[config.mk]
export PLATFORM = sky130hd
export DESIGN_NAME = scsd_lcg
export DESIGN_NICKNAME = d
export VERILOG_FILES = /design/src/hdl/scsd_pkg.sv /design/src/hdl/scsd_lcg.sv
export SDC_FILE = /design/constraint.sdc
export NUM_CORES = 2
export LEC_CHECK = 0
export BUFFER_PORTS_ARGS = -buffer_cell sky130_fd_sc_hd__buf_2
export CELL_PAD_IN_SITES_DETAIL_PLACEMENT = 1
export CELL_PAD_IN_SITES_GLOBAL_PLACEMENT = 1
export CORE_AREA = 2 2 332 268
export CTS_CLUSTER_SIZE = 28
export DETAILED_ROUTE_END_ITERATION = 10
export DIE_AREA = 0 0 334 270
export PLACE_DENSITY = 0.86
export SLEW_MARGIN = 5
export SYNTH_ARGS = -nofsm -noshare
export SYNTH_HDL_FRONTEND = slang
export SYNTH_SLANG_ARGS = --single-unit
[constraint.sdc]
create_clock -name clk -period 7.3 [get_ports clk]
set_input_delay 0.73 -clock clk [delete_from_list [all_inputs] [get_ports clk]]
set_output_delay 0.73 -clock clk [all_outputs]
set_load 0.005 [all_outputs]
[src/hdl/scsd_pkg.sv]
// Shared types, constants and helper functions for the seed derivation pipeline.
package scsd_pkg;

	localparam int unsigned ROUNDS = 80;

	localparam logic [31:0] H0 = 32'h67452301;
	localparam logic [31:0] H1 = 32'hefcdab89;
	localparam logic [31:0] H2 = 32'h98badcfe;
	localparam logic [31:0] H3 = 32'h10325476;
	localparam logic [31:0] H4 = 32'hc3d2e1f0;

	localparam logic [31:0] K0 = 32'h5a827999;
	localparam logic [31:0] K1 = 32'h6ed9eba1;
	localparam logic [31:0] K2 = 32'h8f1bbcdc;
	localparam logic [31:0] K3 = 32'hca62c1d6;

	localparam logic [31:0] KEY_BASE = 32'hff2f0000;
	localparam logic [31:0] PM_FLAG = 32'h40000000;
	localparam logic [31:0] PAD_WORD = 32'h80000000;
	localparam logic [31:0] LEN_WORD = 32'h000001a0;
	localparam logic [31:0] BASE_OFS = 32'h00000054;
	localparam logic [16:0] NOON_SECS = 17'd43200;

	localparam logic [63:0] LCG_MUL = 64'h5d588b656c078965;
	localparam logic [63:0] LCG_ADD = 64'h0000000000269ec3;

	// Register indexes of the configuration port
	localparam logic [2:0] REG_LANG = 3'd0;
	localparam logic [2:0] REG_VER = 3'd1;
	localparam logic [2:0] REG_CONS = 3'd2;
	localparam logic [2:0] REG_VCNT = 3'd3;
	localparam logic [2:0] REG_MAC = 3'd4;
	localparam logic [2:0] REG_FRAME = 3'd5;
	localparam logic [2:0] REG_STAT = 3'd6;

	typedef logic [31:0] word_t;
	typedef word_t [15:0] block_t;

	// Working state of one compression lane
	typedef struct packed {
		word_t a;
		word_t b;
		word_t c;
		word_t d;
		word_t e;
	} sha_state_t;

	// One beat moving down the round pipeline: state plus message schedule window
	typedef struct packed {
		logic vld;
		sha_state_t st;
		block_t win;
	} rnd_beat_t;

	function automatic word_t bswap32(input word_t x);
		return {x[7:0], x[15:8], x[23:16], x[31:24]};
	endfunction

	function automatic word_t rotl1(input word_t x);
		return {x[30:0], x[31]};
	endfunction

	function automatic word_t rotl5(input word_t x);
		return {x[26:0], x[31:27]};
	endfunction

	function automatic word_t rotl30(input word_t x);
		return {x[1:0], x[31:2]};
	endfunction

	// Table word by language, version set and slot (0 plain, 1 alt, 2 w0, 3 w1)
	function automatic word_t tbl_word(input logic [2:0] lang, input logic set,
			input logic [1:0] slot);
		word_t r;
		r = '0;
		unique case ({lang, set, slot})
			6'b000_0_00: r = 32'h02200010; 6'b000_0_01: r = 32'h027a5f70;
			6'b000_0_10: r = 32'h0209aee8; 6'b000_0_11: r = 32'h02039de9;
			6'b000_1_00: r = 32'h02200050; 6'b000_1_01: r = 32'h027a5e90;
			6'b000_1_10: r = 32'h0209af28; 6'b000_1_11: r = 32'h02039e15;
			6'b001_0_00: r = 32'h021fffd0; 6'b001_0_01: r = 32'h027a6070;
			6'b001_0_10: r = 32'h0209aea8; 6'b001_0_11: r = 32'h02039db9;
			6'b001_1_00: r = 32'h021ffff0; 6'b001_1_01: r = 32'h027a5fb0;
			6'b001_1_10: r = 32'h0209aec8; 6'b001_1_11: r = 32'h02039de5;
			6'b010_0_00: r = 32'h02200030; 6'b010_0_01: r = 32'h027a5f90;
			6'b010_0_10: r = 32'h0209af08; 6'b010_0_11: r = 32'h02039df9;
			6'b010_1_00: r = 32'h02200050; 6'b010_1_01: r = 32'h027a5ef0;
			6'b010_1_10: r = 32'h0209af28; 6'b010_1_11: r = 32'h02039e25;
			6'b011_0_00: r = 32'h021fff10; 6'b011_0_01: r = 32'h027a5f70;
			6'b011_0_10: r = 32'h0209ade8; 6'b011_0_11: r = 32'h02039d69;
			6'b011_1_00: r = 32'h021fff50; 6'b011_1_01: r = 32'h027a5ed0;
			6'b011_1_10: r = 32'h0209ae28; 6'b011_1_11: r = 32'h02039d95;
			6'b100_0_00: r = 32'h021fff50; 6'b100_0_01: r = 32'h027a6110;
			6'b100_0_10: r = 32'h0209ae28; 6'b100_0_11: r = 32'h02039d69;
			6'b100_1_00: r = 32'h021fff70; 6'b100_1_01: r = 32'h027a6010;
			6'b100_1_10: r = 32'h0209ae48; 6'b100_1_11: r = 32'h02039d95;
			6'b101_0_00: r = 32'h021ff9b0; 6'b101_0_01: r = 32'h027aa730;
			6'b101_0_10: r = 32'h0209a8dc; 6'b101_0_11: r = 32'h02039ac9;
			6'b101_1_00: r = 32'h021ff9d0; 6'b101_1_01: r = 32'h027aa5f0;
			6'b101_1_10: r = 32'h0209a8fc; 6'b101_1_11: r = 32'h02039af5;
			6'b110_0_00: r = 32'h02200750; 6'b110_0_01: r = 32'h02200770;
			6'b110_0_10: r = 32'h0209b60c; 6'b110_0_11: r = 32'h0203a4d5;
			6'b110_1_00: r = 32'h02200770; 6'b110_1_01: r = 32'h027a57b0;
			6'b110_1_10: r = 32'h0209b62c; 6'b110_1_11: r = 32'h0203a501;
			default: r = '0;
		endcase
		return r;
	endfunction

	// Month offset (153 * mm + 2) / 5 for the shifted month 0..12
	function automatic logic [8:0] day_ofs(input logic [3:0] mm);
		logic [8:0] r;
		r = '0;
		unique case (mm)
			4'd0:  r = 9'd0;
			4'd1:  r = 9'd31;
			4'd2:  r = 9'd61;
			4'd3:  r = 9'd92;
			4'd4:  r = 9'd122;
			4'd5:  r = 9'd153;
			4'd6:  r = 9'd184;
			4'd7:  r = 9'd214;
			4'd8:  r = 9'd245;
			4'd9:  r = 9'd275;
			4'd10: r = 9'd306;
			4'd11: r = 9'd337;
			4'd12: r = 9'd367;
			default: r = '0;
		endcase
		return r;
	endfunction

	// Remainder by 7: octal digit sums, since 8 is 1 mod 7
	function automatic logic [2:0] mod7(input logic [21:0] x);
		logic [5:0] s1;
		logic [3:0] s2;
		logic [3:0] s3;
		s1 = 6'(x[2:0]) + 6'(x[5:3]) + 6'(x[8:6]) + 6'(x[11:9]) + 6'(x[14:12])
			+ 6'(x[17:15]) + 6'(x[20:18]) + 6'(x[21]);
		s2 = 4'(s1[5:3]) + 4'(s1[2:0]);
		s3 = 4'(s2[3]) + 4'(s2[2:0]);
		return (s3 >= 4'd7) ? 3'(s3 - 4'd7) : s3[2:0];
	endfunction

	// Two BCD digits of a value below 100 (tens by reciprocal of 10)
	function automatic logic [7:0] to_bcd(input logic [6:0] v);
		logic [14:0] p;
		logic [3:0]  tens;
		logic [6:0]  rem;
		p = 15'(v) * 15'd205;
		tens = p[14:11];
		rem = v - 7'(tens) * 7'd10;
		return {tens, rem[3:0]};
	endfunction

endpackage

[src/hdl/scsd_lcg.sv]
// Digest finalization and the 64-bit LCG step, multiply split over stages.
module scsd_lcg
	import scsd_pkg::*;
(
	input  logic        clk,
	input  logic        arst_n,
	input  logic        in_vld,
	input  sha_state_t  st,
	output logic        out_vld,
	output logic [63:0] seed
);

	// Stage 1: add initial values and byte-swap into the 64-bit seed
	logic        vld_s1, vld_s2, vld_s3;
	logic [63:0] s_s1;
	always_ff @(posedge clk or negedge arst_n) begin
		if (!arst_n) begin
			vld_s1 <= 1'b0;
			vld_s2 <= 1'b0;
			vld_s3 <= 1'b0;
		end else begin
			vld_s1 <= in_vld;
			vld_s2 <= vld_s1;
			vld_s3 <= vld_s2;
		end
	end

	always_ff @(posedge clk) begin
		s_s1 <= {bswap32(st.b + H1), bswap32(st.a + H0)};
	end

	// Stage 2: 32x32 partial products (high x high is dropped mod 2^64)
	logic [63:0] ll_s2;
	logic [31:0] lh_s2, hl_s2;
	always_ff @(posedge clk) begin
		ll_s2 <= 64'(s_s1[31:0]) * 64'(LCG_MUL[31:0]);
		lh_s2 <= 32'(s_s1[31:0] * LCG_MUL[63:32]);
		hl_s2 <= 32'(s_s1[63:32] * LCG_MUL[31:0]);
	end

	// Stage 3: combine partial products and add the increment
	always_ff @(posedge clk) begin
		seed <= ll_s2 + {lh_s2 + hl_s2, 32'h0} + LCG_ADD;
	end

	assign out_vld = vld_s3;

endmodule

==> summary.md <==
| Metric | Value |
|---|---|
| Outcome | `finished with violations` |
| Failing checks | `setup timing` |
| Initial antenna violation count | `12` |
| Most numerous cell in the Yosys netlist | `inv_1` |
| Worst-Margin Slew | `roughly 1.2 ns` |
| Die Ht | `270 um` |
| Synth area leader | `fa_1` |
| Critical path's most frequent cell | `fa_1` |
| Avg WL per Cell | `25.7 um` |
| Slowest CP cell | `fa_1` |
| Max Slew Vio Count | `0` |
| Total number of vias | `about 31k` |
| Hold depth | `1` |
| GRT Overall Usage | `0.311` |
| CORE AREA | `86900 um^2` |
| Clock Tree Buf Depth | `3` |
| Sequential fraction of the synthesis area | `0.126` |
| Clock root buffer | `clkbuf_16` |
| RR Startpoint | `s_s1[9]$_DFF_P_` |
| Num rows | `97` |
| Fraction of layout cells with a size suffix above 1 | `0.112` |
| Required time worst endpoint | `7.85 ns` |
| Initial DRC count | `2240` |
| Number of global-route vias before repair | `35.4k` |
| Drt pass-1 iters | `5` |
| Post-DP HPWL | `120 mm` |
| Max Fanout on Critical Path | `12` |
| Crit path buffers/inverters | `6` |
| Worst hold path class | `primary input to register` |
| FMAX | `136 MHz` |
| Clock transition at path regs | `~0.07 ns` |
| Post-Synth Adder-Cell Area | `0.558` |
| Kind of critical path | `register to register` |
| Layout Skew | `approximately 0.022 ns` |
| PortBufs | `131` |
| GPL Wtd Cong | `0.977` |
| Slowest cell delay on critical path | `0.70 ns` |
| Crit share post-route | `1.01` |
| Data arrival, critical path | `between 7 and 8 ns` |
| Post-Syn Area | `39600 um^2` |
| Count of flip-flops with a built-in enable after synthesis | `0` |
| Ports | `228` |
| YS warnings | `0` |
| Final worst slack | `-0.0787 ns` |
| Post-synthesis xor/xnor area fraction | `0.0694` |
| Most used flip-flop cell after synthesis | `dfxtp_1` |
| Antenna viol nets, final | `0` |
| Top cells by count, synth | `921 x inv_1, 786 x ha_1, 612 x fa_1` |
| Final setup fails | `5` |
| FF/Latch Area | `between 5000 and 6000 um^2` |
| DIE WIDTH | `334 um` |
| H-tree depth | `1` |
| CTS tree | `done` |
| Crit. End Element | `register` |
| Reg2reg path depth | `23` |
| Share of the synthesized area in the top cell type | `0.309` |
| Setup crit end | `ll_s2[61]$_DFF_P_` |
| Cell count after synthesis | `about 4.0k` |
| Critical R2R Capture | `ll_s2[61]$_DFF_P_` |
| Num Clock Sinks | `roughly 250` |
| Simple-gate share of the synthesized area | `0.0656` |
| Gr ovfl total | `0` |
| TritonCTS Buffers | `31` |
| Final nets | `5883` |
| Number of library cell types mapped by synthesis | `73` |
| Setup TNS | `-0.219 ns` |
| Mux cell area share after synthesis | `0.000537` |
| Number of max-cap violations | `0` |
| Drt drc | `0` |
| First-pass GRT wire length | `212 mm` |
| Initial Util | `0.456` |
| Leading post-synthesis cells by cell area | `fa_1 31%, ha_1 25%, dfxtp_1 12%` |
| DR vias/cell | `5.70` |
| Synthesis-to-finish area growth | `12.7%` |
| Clk_lat worst skew | `0.63 ns` |
| Post-synthesis compound-gate area fraction | `0.0906` |
| Tmin final | `7.38 ns` |
| Slew HR | `0.195` |
| Cell family with most CP delay | `adder cells` |
| Worst path cell trace | `buf_12 > ha_1 > buf_4 > inv_1 > fa_1 > inv_1 > fa_1 > inv_1 > fa_1 > fa_1 > inv_1 > fa_1 > fa_1 > ha_1 > ha_1 > and3_1 > and2_2 > a21boi_0 > o21ai_0 > a211o_1 > a31o_4 > o311a_1 > a311oi_2` |
| R2R setup slack | `-0.08 ns` |
| Final Hold Violating Endpoints | `0` |
| Worst setup SP type | `register` |
| Largest net degree at the start of global routing | `15` |
| Fill count | `slightly below 10k` |
| Multi-input logic area | `31400 um^2` |
| Synthesized Nets | `5537` |
| Ys async rst share | `0.0120` |
| Mean Syn Cell Area | `9.96 um^2` |
| Largest family of logic cells by synthesized area | `adder cells` |
| FF+latch count, synth | `between 200 and 250` |
| Critical path launch point | `s_s1[9]$_DFF_P_` |
| Drt total wl | `141 mm` |
| Die area | `90200 um^2` |
| Critical path depth | `23` |
==> area by class of cell <==
class | instances | share of cell area
antenna | 2 | 0.000112
tap | 1138 | 0.0319
multi-input combinational | 2778 | 0.703
clock inverter | 17 | 0.00339
inverter | 921 | 0.0776
timing repair buffer | 341 | 0.0510
clock buffer | 40 | 0.0199
sequential | 249 | 0.113
==> worst register-to-register path, stage by stage, from the launching register on <==
cell and delay, ns:
dfxtp_1 0.36, buf_12 0.18, ha_1 0.20, buf_4 0.17, inv_1 0.13, fa_1 0.57
inv_1 0.12, fa_1 0.71, inv_1 0.13, fa_1 0.45, fa_1 0.54, inv_1 0.06
fa_1 0.48, fa_1 0.46, ha_1 0.35, ha_1 0.31, and3_1 0.26, and2_2 0.25
a21boi_0 0.25, o21ai_0 0.16, a211o_1 0.32, a31o_4 0.27, o311a_1 0.34, a311oi_2 0.22
==> metal layers <==
metal | global-route usage | vias up | share of wire
met5 | 0 | - | 0.00034
met4 | 0.137 | 8 | 0.054
met3 | 0.0630 | 420 | 0.083
met2 | 0.504 | 1313 | 0.46
met1 | 0.401 | 15900 | 0.41
li1 | - | 13600 | -
==> flip-flops by register name (all words and copies together), names as in the netlist <==
register  flops
s_s1         64
seed         64
ll_s2        54
hl_s2        32
lh_s2        32
out_vld       1
vld_s1        1
vld_s2        1
==> stage by stage <==
stage | cells | cell area, um^2 | utilization | hold WS [ns] | setup slack [ns]
after floorplan | 3976 | 39600 | - | 0.331 | 0.411
after global placement | 5424 | 43200 | 0.497 | 0.337 | 0.0912
after detailed placement | 5424 | 43200 | 0.497 | 0.342 | -0.179
after CTS | 5482 | 44300 | 0.509 | 0.192 | 0.00122
after global routing | 5484 | 44600 | 0.514 | 0.206 | -0.220
final | 5486 | 44600 | 0.514 | 0.216 | -0.0787
==> placed cells by master (no fill, tap or decap), drive strengths merged, types with 21 or more instances in the layout <==
master  synthesis  routed
nand4          32      32
xnor2         218     218
ha            786     786
o21a           22      22
buf             1     340
nor2b          26      26
a31oi          21      21
nor2          141     141
xor2           96      96
nor3           42      42
nand2         108     108
a21oi         157     157
fa            612     612
and3           22      22
nand3          47      47
and2           25      25
nand2b         25      25
dfxtp         246     246
inv           921     927
clkbuf         27      40
o21ai          91      91
o21bai         27      27
a21o           82      82
==> worst min path at each step <==
stage / startpoint / to / slack, ns
after floorplan: vld_s2$_DFF_PN0_ / out_vld$_DFF_PN0_ / 0.33
after global placement: vld_s2$_DFF_PN0_ / out_vld$_DFF_PN0_ / 0.34
after detailed placement: vld_s2$_DFF_PN0_ / out_vld$_DFF_PN0_ / 0.34
after CTS: in_vld / vld_s1$_DFF_PN0_ / 0.19
after global routing: in_vld / vld_s1$_DFF_PN0_ / 0.21
final: in_vld / vld_s1$_DFF_PN0_ / 0.22
==> kinds of logic after synthesis <==
kind of cell	count (synthesis)
buffers and inverters	949
adders and majority gates	1398
DFF	249
xor gates and xnor gates	314
muxes	2
AOI/OAI and AO/OA	538
and+or+nand+nor	526
==> timing repair <==
action / in CTS / in global routing
endpoints found under the hold margin: 3 / 0
pin swaps: 2 / 20
resized for setup: 13 / 72
setup buffers: 0 / 2
hold buffers: 1 / 0
setup endpoints to repair: 17 / 29
Power is left out: the tool's default activity adds up to more than one toggle a clock period on the data nets, which glitch-free logic cannot reach.
