**config.mk**
```make
export PLATFORM = sky130hd
export DESIGN_NAME = scsd_round
export DESIGN_NICKNAME = d
export VERILOG_FILES = /design/src/hdl/scsd_pkg.sv /design/src/hdl/scsd_round.sv
export SDC_FILE = /design/constraint.sdc
export NUM_CORES = 1
export LEC_CHECK = 0
export BUFFER_PORTS_ARGS = -buffer_cell sky130_fd_sc_hd__buf_2
export CORE_AREA = 3 3 531 533
export CTS_BUF_LIST = sky130_fd_sc_hd__clkbuf_8
export DETAILED_ROUTE_END_ITERATION = 16
export DIE_AREA = 0 0 534 536
export PLACE_DENSITY = 0.31
export RECOVER_POWER = 25
export REMOVE_ABC_BUFFERS = 1
export SETUP_SLACK_MARGIN = 0.02
export SLEW_MARGIN = 20
export SYNTH_ARGS = -nofsm -noshare
export SYNTH_HDL_FRONTEND = slang
export SYNTH_SLANG_ARGS = --single-unit
```
**constraint.sdc**
```tcl
create_clock -name clk -period 0.8 [get_ports clk]
set_input_delay 0.16 -clock clk [delete_from_list [all_inputs] [get_ports clk]]
set_output_delay 0.16 -clock clk [all_outputs]
set_load 0.1 [all_outputs]
```
**src/hdl/scsd_pkg.sv**
```systemverilog
// Shared types, constants and helper functions for the seed derivation pipeline.
package scsd_pkg;

	localparam int unsigned ROUNDS = 80;

	localparam logic [31:0] H0 = 32'h67452301;
	localparam logic [31:0] H1 = 32'hefcdab89;
	localparam logic [31:0] H2 = 32'h98badcfe;
	localparam logic [31:0] H3 = 32'h10325476;
	localparam logic [31:0] H4 = 32'hc3d2e1f0;

	localparam logic [31:0] K0 = 32'h5a827999;
	localparam logic [31:0] K1 = 32'h6ed9eba1;
	localparam logic [31:0] K2 = 32'h8f1bbcdc;
	localparam logic [31:0] K3 = 32'hca62c1d6;

	localparam logic [31:0] KEY_BASE = 32'hff2f0000;
	localparam logic [31:0] PM_FLAG = 32'h40000000;
	localparam logic [31:0] PAD_WORD = 32'h80000000;
	localparam logic [31:0] LEN_WORD = 32'h000001a0;
	localparam logic [31:0] BASE_OFS = 32'h00000054;
	localparam logic [16:0] NOON_SECS = 17'd43200;

	localparam logic [63:0] LCG_MUL = 64'h5d588b656c078965;
	localparam logic [63:0] LCG_ADD = 64'h0000000000269ec3;

	// Register indexes of the configuration port
	localparam logic [2:0] REG_LANG = 3'd0;
	localparam logic [2:0] REG_VER = 3'd1;
	localparam logic [2:0] REG_CONS = 3'd2;
	localparam logic [2:0] REG_VCNT = 3'd3;
	localparam logic [2:0] REG_MAC = 3'd4;
	localparam logic [2:0] REG_FRAME = 3'd5;
	localparam logic [2:0] REG_STAT = 3'd6;

	typedef logic [31:0] word_t;
	typedef word_t [15:0] block_t;

	// Working state of one compression lane
	typedef struct packed {
		word_t a;
		word_t b;
		word_t c;
		word_t d;
		word_t e;
	} sha_state_t;

	// One beat moving down the round pipeline: state plus message schedule window
	typedef struct packed {
		logic vld;
		sha_state_t st;
		block_t win;
	} rnd_beat_t;

	function automatic word_t bswap32(input word_t x);
		return {x[7:0], x[15:8], x[23:16], x[31:24]};
	endfunction

	function automatic word_t rotl1(input word_t x);
		return {x[30:0], x[31]};
	endfunction

	function automatic word_t rotl5(input word_t x);
		return {x[26:0], x[31:27]};
	endfunction

	function automatic word_t rotl30(input word_t x);
		return {x[1:0], x[31:2]};
	endfunction

	// Table word by language, version set and slot (0 plain, 1 alt, 2 w0, 3 w1)
	function automatic word_t tbl_word(input logic [2:0] lang, input logic set,
			input logic [1:0] slot);
		word_t r;
		r = '0;
		unique case ({lang, set, slot})
			6'b000_0_00: r = 32'h02200010; 6'b000_0_01: r = 32'h027a5f70;
			6'b000_0_10: r = 32'h0209aee8; 6'b000_0_11: r = 32'h02039de9;
			6'b000_1_00: r = 32'h02200050; 6'b000_1_01: r = 32'h027a5e90;
			6'b000_1_10: r = 32'h0209af28; 6'b000_1_11: r = 32'h02039e15;
			6'b001_0_00: r = 32'h021fffd0; 6'b001_0_01: r = 32'h027a6070;
			6'b001_0_10: r = 32'h0209aea8; 6'b001_0_11: r = 32'h02039db9;
			6'b001_1_00: r = 32'h021ffff0; 6'b001_1_01: r = 32'h027a5fb0;
			6'b001_1_10: r = 32'h0209aec8; 6'b001_1_11: r = 32'h02039de5;
			6'b010_0_00: r = 32'h02200030; 6'b010_0_01: r = 32'h027a5f90;
			6'b010_0_10: r = 32'h0209af08; 6'b010_0_11: r = 32'h02039df9;
			6'b010_1_00: r = 32'h02200050; 6'b010_1_01: r = 32'h027a5ef0;
			6'b010_1_10: r = 32'h0209af28; 6'b010_1_11: r = 32'h02039e25;
			6'b011_0_00: r = 32'h021fff10; 6'b011_0_01: r = 32'h027a5f70;
			6'b011_0_10: r = 32'h0209ade8; 6'b011_0_11: r = 32'h02039d69;
			6'b011_1_00: r = 32'h021fff50; 6'b011_1_01: r = 32'h027a5ed0;
			6'b011_1_10: r = 32'h0209ae28; 6'b011_1_11: r = 32'h02039d95;
			6'b100_0_00: r = 32'h021fff50; 6'b100_0_01: r = 32'h027a6110;
			6'b100_0_10: r = 32'h0209ae28; 6'b100_0_11: r = 32'h02039d69;
			6'b100_1_00: r = 32'h021fff70; 6'b100_1_01: r = 32'h027a6010;
			6'b100_1_10: r = 32'h0209ae48; 6'b100_1_11: r = 32'h02039d95;
			6'b101_0_00: r = 32'h021ff9b0; 6'b101_0_01: r = 32'h027aa730;
			6'b101_0_10: r = 32'h0209a8dc; 6'b101_0_11: r = 32'h02039ac9;
			6'b101_1_00: r = 32'h021ff9d0; 6'b101_1_01: r = 32'h027aa5f0;
			6'b101_1_10: r = 32'h0209a8fc; 6'b101_1_11: r = 32'h02039af5;
			6'b110_0_00: r = 32'h02200750; 6'b110_0_01: r = 32'h02200770;
			6'b110_0_10: r = 32'h0209b60c; 6'b110_0_11: r = 32'h0203a4d5;
			6'b110_1_00: r = 32'h02200770; 6'b110_1_01: r = 32'h027a57b0;
			6'b110_1_10: r = 32'h0209b62c; 6'b110_1_11: r = 32'h0203a501;
			default: r = '0;
		endcase
		return r;
	endfunction

	// Month offset (153 * mm + 2) / 5 for the shifted month 0..12
	function automatic logic [8:0] day_ofs(input logic [3:0] mm);
		logic [8:0] r;
		r = '0;
		unique case (mm)
			4'd0:  r = 9'd0;
			4'd1:  r = 9'd31;
			4'd2:  r = 9'd61;
			4'd3:  r = 9'd92;
			4'd4:  r = 9'd122;
			4'd5:  r = 9'd153;
			4'd6:  r = 9'd184;
			4'd7:  r = 9'd214;
			4'd8:  r = 9'd245;
			4'd9:  r = 9'd275;
			4'd10: r = 9'd306;
			4'd11: r = 9'd337;
			4'd12: r = 9'd367;
			default: r = '0;
		endcase
		return r;
	endfunction

	// Remainder by 7: octal digit sums, since 8 is 1 mod 7
	function automatic logic [2:0] mod7(input logic [21:0] x);
		logic [5:0] s1;
		logic [3:0] s2;
		logic [3:0] s3;
		s1 = 6'(x[2:0]) + 6'(x[5:3]) + 6'(x[8:6]) + 6'(x[11:9]) + 6'(x[14:12])
			+ 6'(x[17:15]) + 6'(x[20:18]) + 6'(x[21]);
		s2 = 4'(s1[5:3]) + 4'(s1[2:0]);
		s3 = 4'(s2[3]) + 4'(s2[2:0]);
		return (s3 >= 4'd7) ? 3'(s3 - 4'd7) : s3[2:0];
	endfunction

	// Two BCD digits of a value below 100 (tens by reciprocal of 10)
	function automatic logic [7:0] to_bcd(input logic [6:0] v);
		logic [14:0] p;
		logic [3:0]  tens;
		logic [6:0]  rem;
		p = 15'(v) * 15'd205;
		tens = p[14:11];
		rem = v - 7'(tens) * 7'd10;
		return {tens, rem[3:0]};
	endfunction

endpackage

```
**src/hdl/scsd_round.sv**
```systemverilog
// One registered SHA-1 round with in-place message schedule update.
module scsd_round
	import scsd_pkg::*;
#(
	parameter int unsigned IDX = 0
)
(
	input  logic      clk,
	input  logic      arst_n,
	input  rnd_beat_t din,
	output rnd_beat_t dout
);

	rnd_beat_t nxt;
	always_comb begin
		word_t f, k, wi, wn;
		sha_state_t s;
		s = din.st;
		if (IDX < 20) begin
			f = (s.b & s.c) | (~s.b & s.d);
			k = K0;
		end else if (IDX < 40) begin
			f = s.b ^ s.c ^ s.d;
			k = K1;
		end else if (IDX < 60) begin
			f = (s.b & s.c) | (s.b & s.d) | (s.c & s.d);
			k = K2;
		end else begin
			f = s.b ^ s.c ^ s.d;
			k = K3;
		end
		wi = din.win[0];
		// next schedule word w[i+16] from the sliding window
		wn = rotl1(din.win[13] ^ din.win[8] ^ din.win[2] ^ din.win[0]);
		nxt.vld = din.vld;
		nxt.st.a = rotl5(s.a) + f + s.e + k + wi;
		nxt.st.b = s.a;
		nxt.st.c = rotl30(s.b);
		nxt.st.d = s.c;
		nxt.st.e = s.d;
		nxt.win = {wn, din.win[15:1]};
	end

	logic       vld_q;
	sha_state_t st_q;
	block_t     win_q;

	always_ff @(posedge clk or negedge arst_n) begin
		if (!arst_n) begin
			vld_q <= 1'b0;
		end else begin
			vld_q <= nxt.vld;
		end
	end

	always_ff @(posedge clk) begin
		st_q  <= nxt.st;
		win_q <= nxt.win;
	end

	assign dout = {vld_q, st_q, win_q};

endmodule

```
==> summary.txt, run 1 <==
worst min-delay path category = in2reg
most common library cell in the layout ignoring fill and taps = sky130_fd_sc_hd__dlygate4sd3_1
Hold WS = 45.8 ps
part of the power in registers = 27.4%
Hold Path Depth = 6
IR drop worst, VDD = 1.16 mV
post-detailed-routing wire length = 187000 um
antenna violations before repair = 100
arithmetic-cell share of the synthesized area counting full adders, half adders and majority gates = 10.8%
DRC errors left = 0
dominant combinational cell family by area after synthesis = adder cells
via count of the first global-routing pass = 24400
I/O Buffers = 1347
top-level port count = 1348
crit-path cells = buf_8 > inv_4 > fa_1 > fa_1 > inv_2 > ha_4 > ha_4 > inv_2 > fa_2 > nor2b_4 > o2111ai_2 > buf_4 > a21oi_4 > buf_6 > o21ai_4 > o211ai_1 > a21oi_1 > a311oi_1
crit path launch type = primary input
Finished Core Util = 21.3%
Hold Path Sink = dout[640]
outcome = complete, but fails checks
Synth Flop Type = sky130_fd_sc_hd__dfxtp_1
initial standard-cell utilization of the core = 6.73%
area growth from synthesis to final layout = 217%
Clk network pwr share = 29.6%
power density normalized to cell area = 2480 nW/um^2
total of fill cells in the finished design = 29900
sequential-to-total area share from yosys stat = 72.3%
global-route wire length before repair = 240000 um
share of power burned in combinational logic = 43.0%
H-Tree Level Count = 4
setup tns final = -563690 ps
share of cell area taken by muxes after synthesis = 1.92%
final hold viol count = 0
final standard cell area without fillers = 59100 um^2
clock tree from TritonCTS = done
routed wire length per instance = 23.0 um
number of rows in the core area = 193
Num CTS Buffers = 157
slew margin rel. = 69.7%
placement-stage worst setup slack = -3480 ps
Async S/R FF share, synth = 0.149%
clock root cell = sky130_fd_sc_hd__clkbuf_8
P_sw = 58100 uW
LEAKAGE = 0.0256 uW
RSZ-0062 raised after global routing = true
Final setup viols = 734
endpoint type of the worst setup path = flip-flop
clk sink count = 673
maximum frequency from static timing analysis = 341 MHz
Nets = 5084
number of pins exceeding their max-slew limit in the final report = 0
critical path's largest stage delay = 530 ps
Syn. warnings = 0
EDFF count, synth = 0
Worst Tran Pin Value = 453 ps
Post-Synth Simple-Gate Area = 1.50%
total number of vias = 21800
complex-gate fraction of the synthesized area = 3.71%
biggest fanout along the worst timing path = 3
floorplan die area = 286000 um^2
worst hold path startpoint = din[512]
top library cells by usage in the layout, fill and taps aside = sky130_fd_sc_hd__dlygate4sd3_1, sky130_fd_sc_hd__buf_12, sky130_fd_sc_hd__dfxtp_2, sky130_fd_sc_hd__buf_2, sky130_fd_sc_hd__buf_4
worst setup path category = in2reg
Tcrit/Tclk final = 366%
clock tree buffer depth = 4
final setup slack of the worst path = -2130 ps
library cell contributing the largest single delay on the critical path = sky130_fd_sc_hd__fa_1
Worst EP arrival = 3730 ps
Worst EP required = 1600 ps
Die H = 536 um
post-placement cell area = 41900 um^2
switching share of power = 39.8%
overall global routing resource usage = 12.7%
Post-Synthesis Cells = 1298
violations in the final reports = negative setup slack
number of distinct library cells after synthesis = 49
layout cell share with drive strength beyond 1 = 58.1%
die width = 534 um
flops & latches, synth = 673
total global routing overflow = 0
kind of cell adding the most delay to the critical path = adder cells
final HPWL from detailed placement = 160000 um
weighted congestion at the end of routability-driven global placement = 0.865
max cap viols = 0
post-route minimum period = 2930 ps
internal cell power = 88100 uW
Avg Synthesized Cell Area = 14.4 um^2
Iter 0 DRT Violations = 574
number of vias per cell = 2.68
Antenna Nets Post-Route = 0
Worst-path clk slew = 60 ps
core region area = 277000 um^2
number of buffer and inverter instances along the worst setup path = 6
fraction of synthesized cell area in xor and xnor cells = 6.02%
Detailed Routing Iterations Pass 1 = 4
netlist area before placement = 18600 um^2
maximum number of pins on one net before global-route repair = 13
## worst max path at each step
stage	start	endpoint	slack, ps	cells after the start
2_1_floorplan	din[2]	dout[666]	-2600	13
3_3_place_gp	din[1]	dout[663]	-3490	19
3_5_place_dp	din[1]	dout[669]	-3480	18
4_1_cts	din[669]	dout[670]	-1930	16
5_1_grt	din[668]	dout[669]	-2090	18
6_report	din[668]	dout[669]	-2130	18
## per-stage QoR
step,std cells,power [uW]
2_1_floorplan,1287,67500
3_3_place_gp,6574,96000
3_5_place_dp,6574,95800
4_1_cts,8095,149000
5_1_grt,8128,154000
6_report,8137,146000
## cell usage after synthesis, types with 2 or more instances
library cell / instances / area (um^2)
sky130_fd_sc_hd__a211oi_1: 3 / 22.5
sky130_fd_sc_hd__a21o_1: 11 / 82.6
sky130_fd_sc_hd__a21o_2: 3 / 26.3
sky130_fd_sc_hd__a21oi_1: 30 / 150
sky130_fd_sc_hd__a221oi_1: 2 / 17.5
sky130_fd_sc_hd__a31oi_1: 5 / 31.3
sky130_fd_sc_hd__and3_1: 2 / 12.5
sky130_fd_sc_hd__buf_2: 2 / 10.0
sky130_fd_sc_hd__buf_4: 4 / 30.0
sky130_fd_sc_hd__clkbuf_1: 4 / 15.0
sky130_fd_sc_hd__dfxtp_1: 672 / 13500
sky130_fd_sc_hd__fa_1: 61 / 1220
sky130_fd_sc_hd__ha_1: 63 / 788
sky130_fd_sc_hd__inv_1: 168 / 631
sky130_fd_sc_hd__mux2_2: 22 / 248
sky130_fd_sc_hd__mux2i_1: 11 / 110
sky130_fd_sc_hd__nand2_1: 17 / 63.8
sky130_fd_sc_hd__nand2b_1: 3 / 18.8
sky130_fd_sc_hd__nand3_1: 2 / 10.0
sky130_fd_sc_hd__nand3b_1: 2 / 15.0
sky130_fd_sc_hd__nand4_1: 9 / 56.3
sky130_fd_sc_hd__nor2_1: 21 / 78.8
sky130_fd_sc_hd__nor2b_1: 2 / 12.5
sky130_fd_sc_hd__o211ai_1: 5 / 37.5
sky130_fd_sc_hd__o21a_1: 3 / 22.5
sky130_fd_sc_hd__o21ai_0: 15 / 75.1
sky130_fd_sc_hd__o21ai_2: 3 / 26.3
sky130_fd_sc_hd__o21bai_1: 6 / 45.0
sky130_fd_sc_hd__xnor2_1: 90 / 788
sky130_fd_sc_hd__xor2_1: 38 / 333
## repair_timing
action                     4_1_cts  5_1_grt
buffers inserted                11        6
gates cloned                     0        0
gates resized for setup        777       33
hold buffers                  1239       22
pin swaps                       48       33
setup endpoints to repair      704      714
hold endpoints to repair       647       21
## tightest hold or removal path, delay by kind of cell
family / cells / cell delay (ps)
fa+ha+maj: 3 / 520
buf+inv: 3 / 190
## state kept, by name (all words and copies together), names as in the netlist
| register | count |
|---|---|
| dout | 672 |
| vld_q | 1 |
## power groups by stage
stage | clock network, uW | logic [uW] | registers [uW]
2_1_floorplan | 0 | 9060 | 58500
3_3_place_gp | 0 | 56000 | 40000
3_5_place_dp | 0 | 55900 | 39900
4_1_cts | 46000 | 63300 | 40000
5_1_grt | 47200 | 66400 | 40300
6_report | 43300 | 62900 | 40000
## per-layer routing
layer	up-vias	wire [um]	GRT usage, %
met5	-	98	0
met4	18	5260	3.59
met3	315	23600	6.95
met2	1115	88000	21.1
met1	10200	70200	13.9
li1	10100	-	-
## logic make-up after synthesis
| group | count (synthesis) |
|---|---|
| AOI/OAI and AO/OA | 101 |
| adders and majority gates | 124 |
| buffers and inverters | 179 |
| xor gates and xnor gates | 128 |
| muxes | 33 |
| DFF | 673 |
| and+or+nand+nor | 60 |
## layout make-up
class	count	area, um^2	area share [%]
inverter	168	638	1.08
clock buffer	194	2670	4.52
sequential	673	14400	24.4
multi-input combinational	446	4810	8.14
clock inverter	78	602	1.02
tap	3705	4640	7.85
antenna	34	85.1	0.144
timing repair buffer	2839	31200	52.9
Power figures use the tool's default switching activity.
==> run 2, diff against run 1 <==
- BUFFER_PORTS_ARGS: -buffer_cell sky130_fd_sc_hd__buf_2 -> -buffer_cell sky130_fd_sc_hd__clkbuf_2
==> summary.txt, run 2 (same netlist as run 1, synthesis figures left out) <==
outcome = complete, but fails checks
violations in the final reports = negative hold slack, negative setup slack
Hold WS = -4.39 ps
Antenna Nets Post-Route = 0
IR drop worst, VDD = 1.27 mV
maximum number of pins on one net before global-route repair = 14
layout cell share with drive strength beyond 1 = 58.3%
RSZ-0062 raised after global routing = true
area growth from synthesis to final layout = 216%
final setup slack of the worst path = -2040 ps
maximum frequency from static timing analysis = 353 MHz
top library cells by usage in the layout, fill and taps aside = sky130_fd_sc_hd__dlygate4sd3_1, sky130_fd_sc_hd__buf_12, sky130_fd_sc_hd__clkbuf_2, sky130_fd_sc_hd__dfxtp_2, sky130_fd_sc_hd__buf_4
clock tree buffer depth = 4
Worst-path clk slew = 50 ps
Largest register FFs = 672
LEAKAGE = 0.0256 uW
post-detailed-routing wire length = 187000 um
worst min-delay path category = in2reg
crit path launch type = primary input
endpoint type of the worst setup path = flip-flop
top-level port count = 1348
kind of cell adding the most delay to the critical path = adder cells
worst setup path category = in2reg
number of vias per cell = 2.68
weighted congestion at the end of routability-driven global placement = 0.851
antenna violations before repair = 90
total global routing overflow = 0
power density normalized to cell area = 2480 nW/um^2
H-Tree Level Count = 4
crit-path cells = buf_8 > inv_4 > fa_1 > fa_1 > inv_2 > ha_4 > ha_4 > inv_2 > fa_2 > nor2b_4 > o2111ai_2 > buf_4 > a21oi_4 > buf_6 > o21ai_4 > o211ai_1 > buf_4 > a21oi_2 > a311oi_1
Die H = 536 um
critical path's largest stage delay = 520 ps
via count of the first global-routing pass = 24400
max cap viols = 0
routed wire length per instance = 23.0 um
Worst Tran Pin Value = 503 ps
library cell contributing the largest single delay on the critical path = sky130_fd_sc_hd__fa_1
final HPWL from detailed placement = 159000 um
Num CTS Buffers = 157
biggest fanout along the worst timing path = 3
number of pins exceeding their max-slew limit in the final report = 0
Worst EP required = 1580 ps
final hold viol count = 1
Power, Total = 146000 uW
Iter 0 DRT Violations = 527
placement-stage worst setup slack = -3530 ps
number of rows in the core area = 193
clock tree from TritonCTS = done
floorplan die area = 286000 um^2
Detailed Routing Iterations Pass 1 = 4
Worst EP arrival = 3620 ps
core region area = 277000 um^2
overall global routing resource usage = 12.7%
global-route wire length before repair = 238000 um
clk sink count = 673
number of buffer and inverter instances along the worst setup path = 7
Final setup viols = 727
slew margin rel. = 66.5%
I/O Buffers = 1347
die width = 534 um
initial standard-cell utilization of the core = 6.73%
Tcrit/Tclk final = 355%
total of fill cells in the finished design = 29800
Nets = 5072
most common library cell in the layout ignoring fill and taps = sky130_fd_sc_hd__dlygate4sd3_1
DRC errors left = 0
post-route minimum period = 2840 ps
total number of vias = 21700
clock root cell = sky130_fd_sc_hd__clkbuf_8
## run 2: cell types whose count changed in the layout (fill, tap and decap cells not counted), moves of 4 or more
cell / change
sky130_fd_sc_hd__inv_1: -6
sky130_fd_sc_hd__diode_2: -9
sky130_fd_sc_hd__buf_2: -637
sky130_fd_sc_hd__clkbuf_2: +642
sky130_fd_sc_hd__clkbuf_4: -4
sky130_fd_sc_hd__buf_6: -8
sky130_fd_sc_hd__buf_4: +4
sky130_fd_sc_hd__dlygate4sd3_1: -6
## run 2: per-stage QoR
step | setup TNS [ps] | util (%) | hold WS, ps | cell area [um^2] | instances
floorplan | -248610 | - | -136 | 18600 | 1287
global placement | -92830 | 15.1 | -64.3 | 41900 | 6575
detailed placement | -92590 | 15.1 | -60.7 | 41900 | 6575
CTS | -694910 | 21.2 | -198 | 58600 | 8086
global route | -659090 | 21.3 | -49.4 | 58900 | 8108
finish | -567300 | 21.3 | -4.39 | 58900 | 8115
## run 2: area by class of cell
cell class / instances / area (um^2) / area share [%]
antenna: 25 / 62.6 / 0.106
multi-input combinational: 446 / 4820 / 8.18
clock buffer: 195 / 2680 / 4.55
inverter: 168 / 636 / 1.08
timing repair buffer: 2827 / 31100 / 52.7
clock inverter: 76 / 632 / 1.07
tap: 3705 / 4640 / 7.86
sequential: 673 / 14400 / 24.4
## run 2: power by group
| group | switching (uW) | internal (uW) | leakage (uW) | total, uW |
|---|---|---|---|---|
| registers | 2710 | 37300 | 0.00570 | 40000 |
| logic | 36700 | 25700 | 0.0181 | 62400 |
| clock network | 18800 | 24900 | 0.00184 | 43800 |
## run 2: tightest hold or removal path, cell delays in order
cell and delay (ps):
sky130_fd_sc_hd__clkbuf_2 80, sky130_fd_sc_hd__inv_1 40, sky130_fd_sc_hd__ha_1 210, sky130_fd_sc_hd__inv_1 50, sky130_fd_sc_hd__ha_1 120, sky130_fd_sc_hd__ha_1 170
## run 2: worst paths after layout
path	startpoint	end	depth (start not counted)
max in group asynchronous	arst_n	vld_q	4
hold / removal	din[512]	dout[640]	6
setup / recovery	din[1]	dout[669]	19
min in group asynchronous	arst_n	vld_q	4
## run 2: routing by layer
layer | part of all wire [%] | track usage, % | routed length [um]
met4 | 2.7 | 3.44 | 4960
met1 | 38 | 14.0 | 70800
met5 | 0.057 | 0 | 106
met3 | 12 | 6.48 | 22700
met2 | 47 | 21.2 | 88000
## run 2: repair_timing
item / 4_1_cts / 5_1_grt
setup buffers: 5 / 6
hold buffers: 1236 / 15
pin swaps: 20 / 39
endpoints found under the hold margin: 647 / 16
endpoints found under the setup margin: 704 / 711
gates resized for setup: 738 / 62
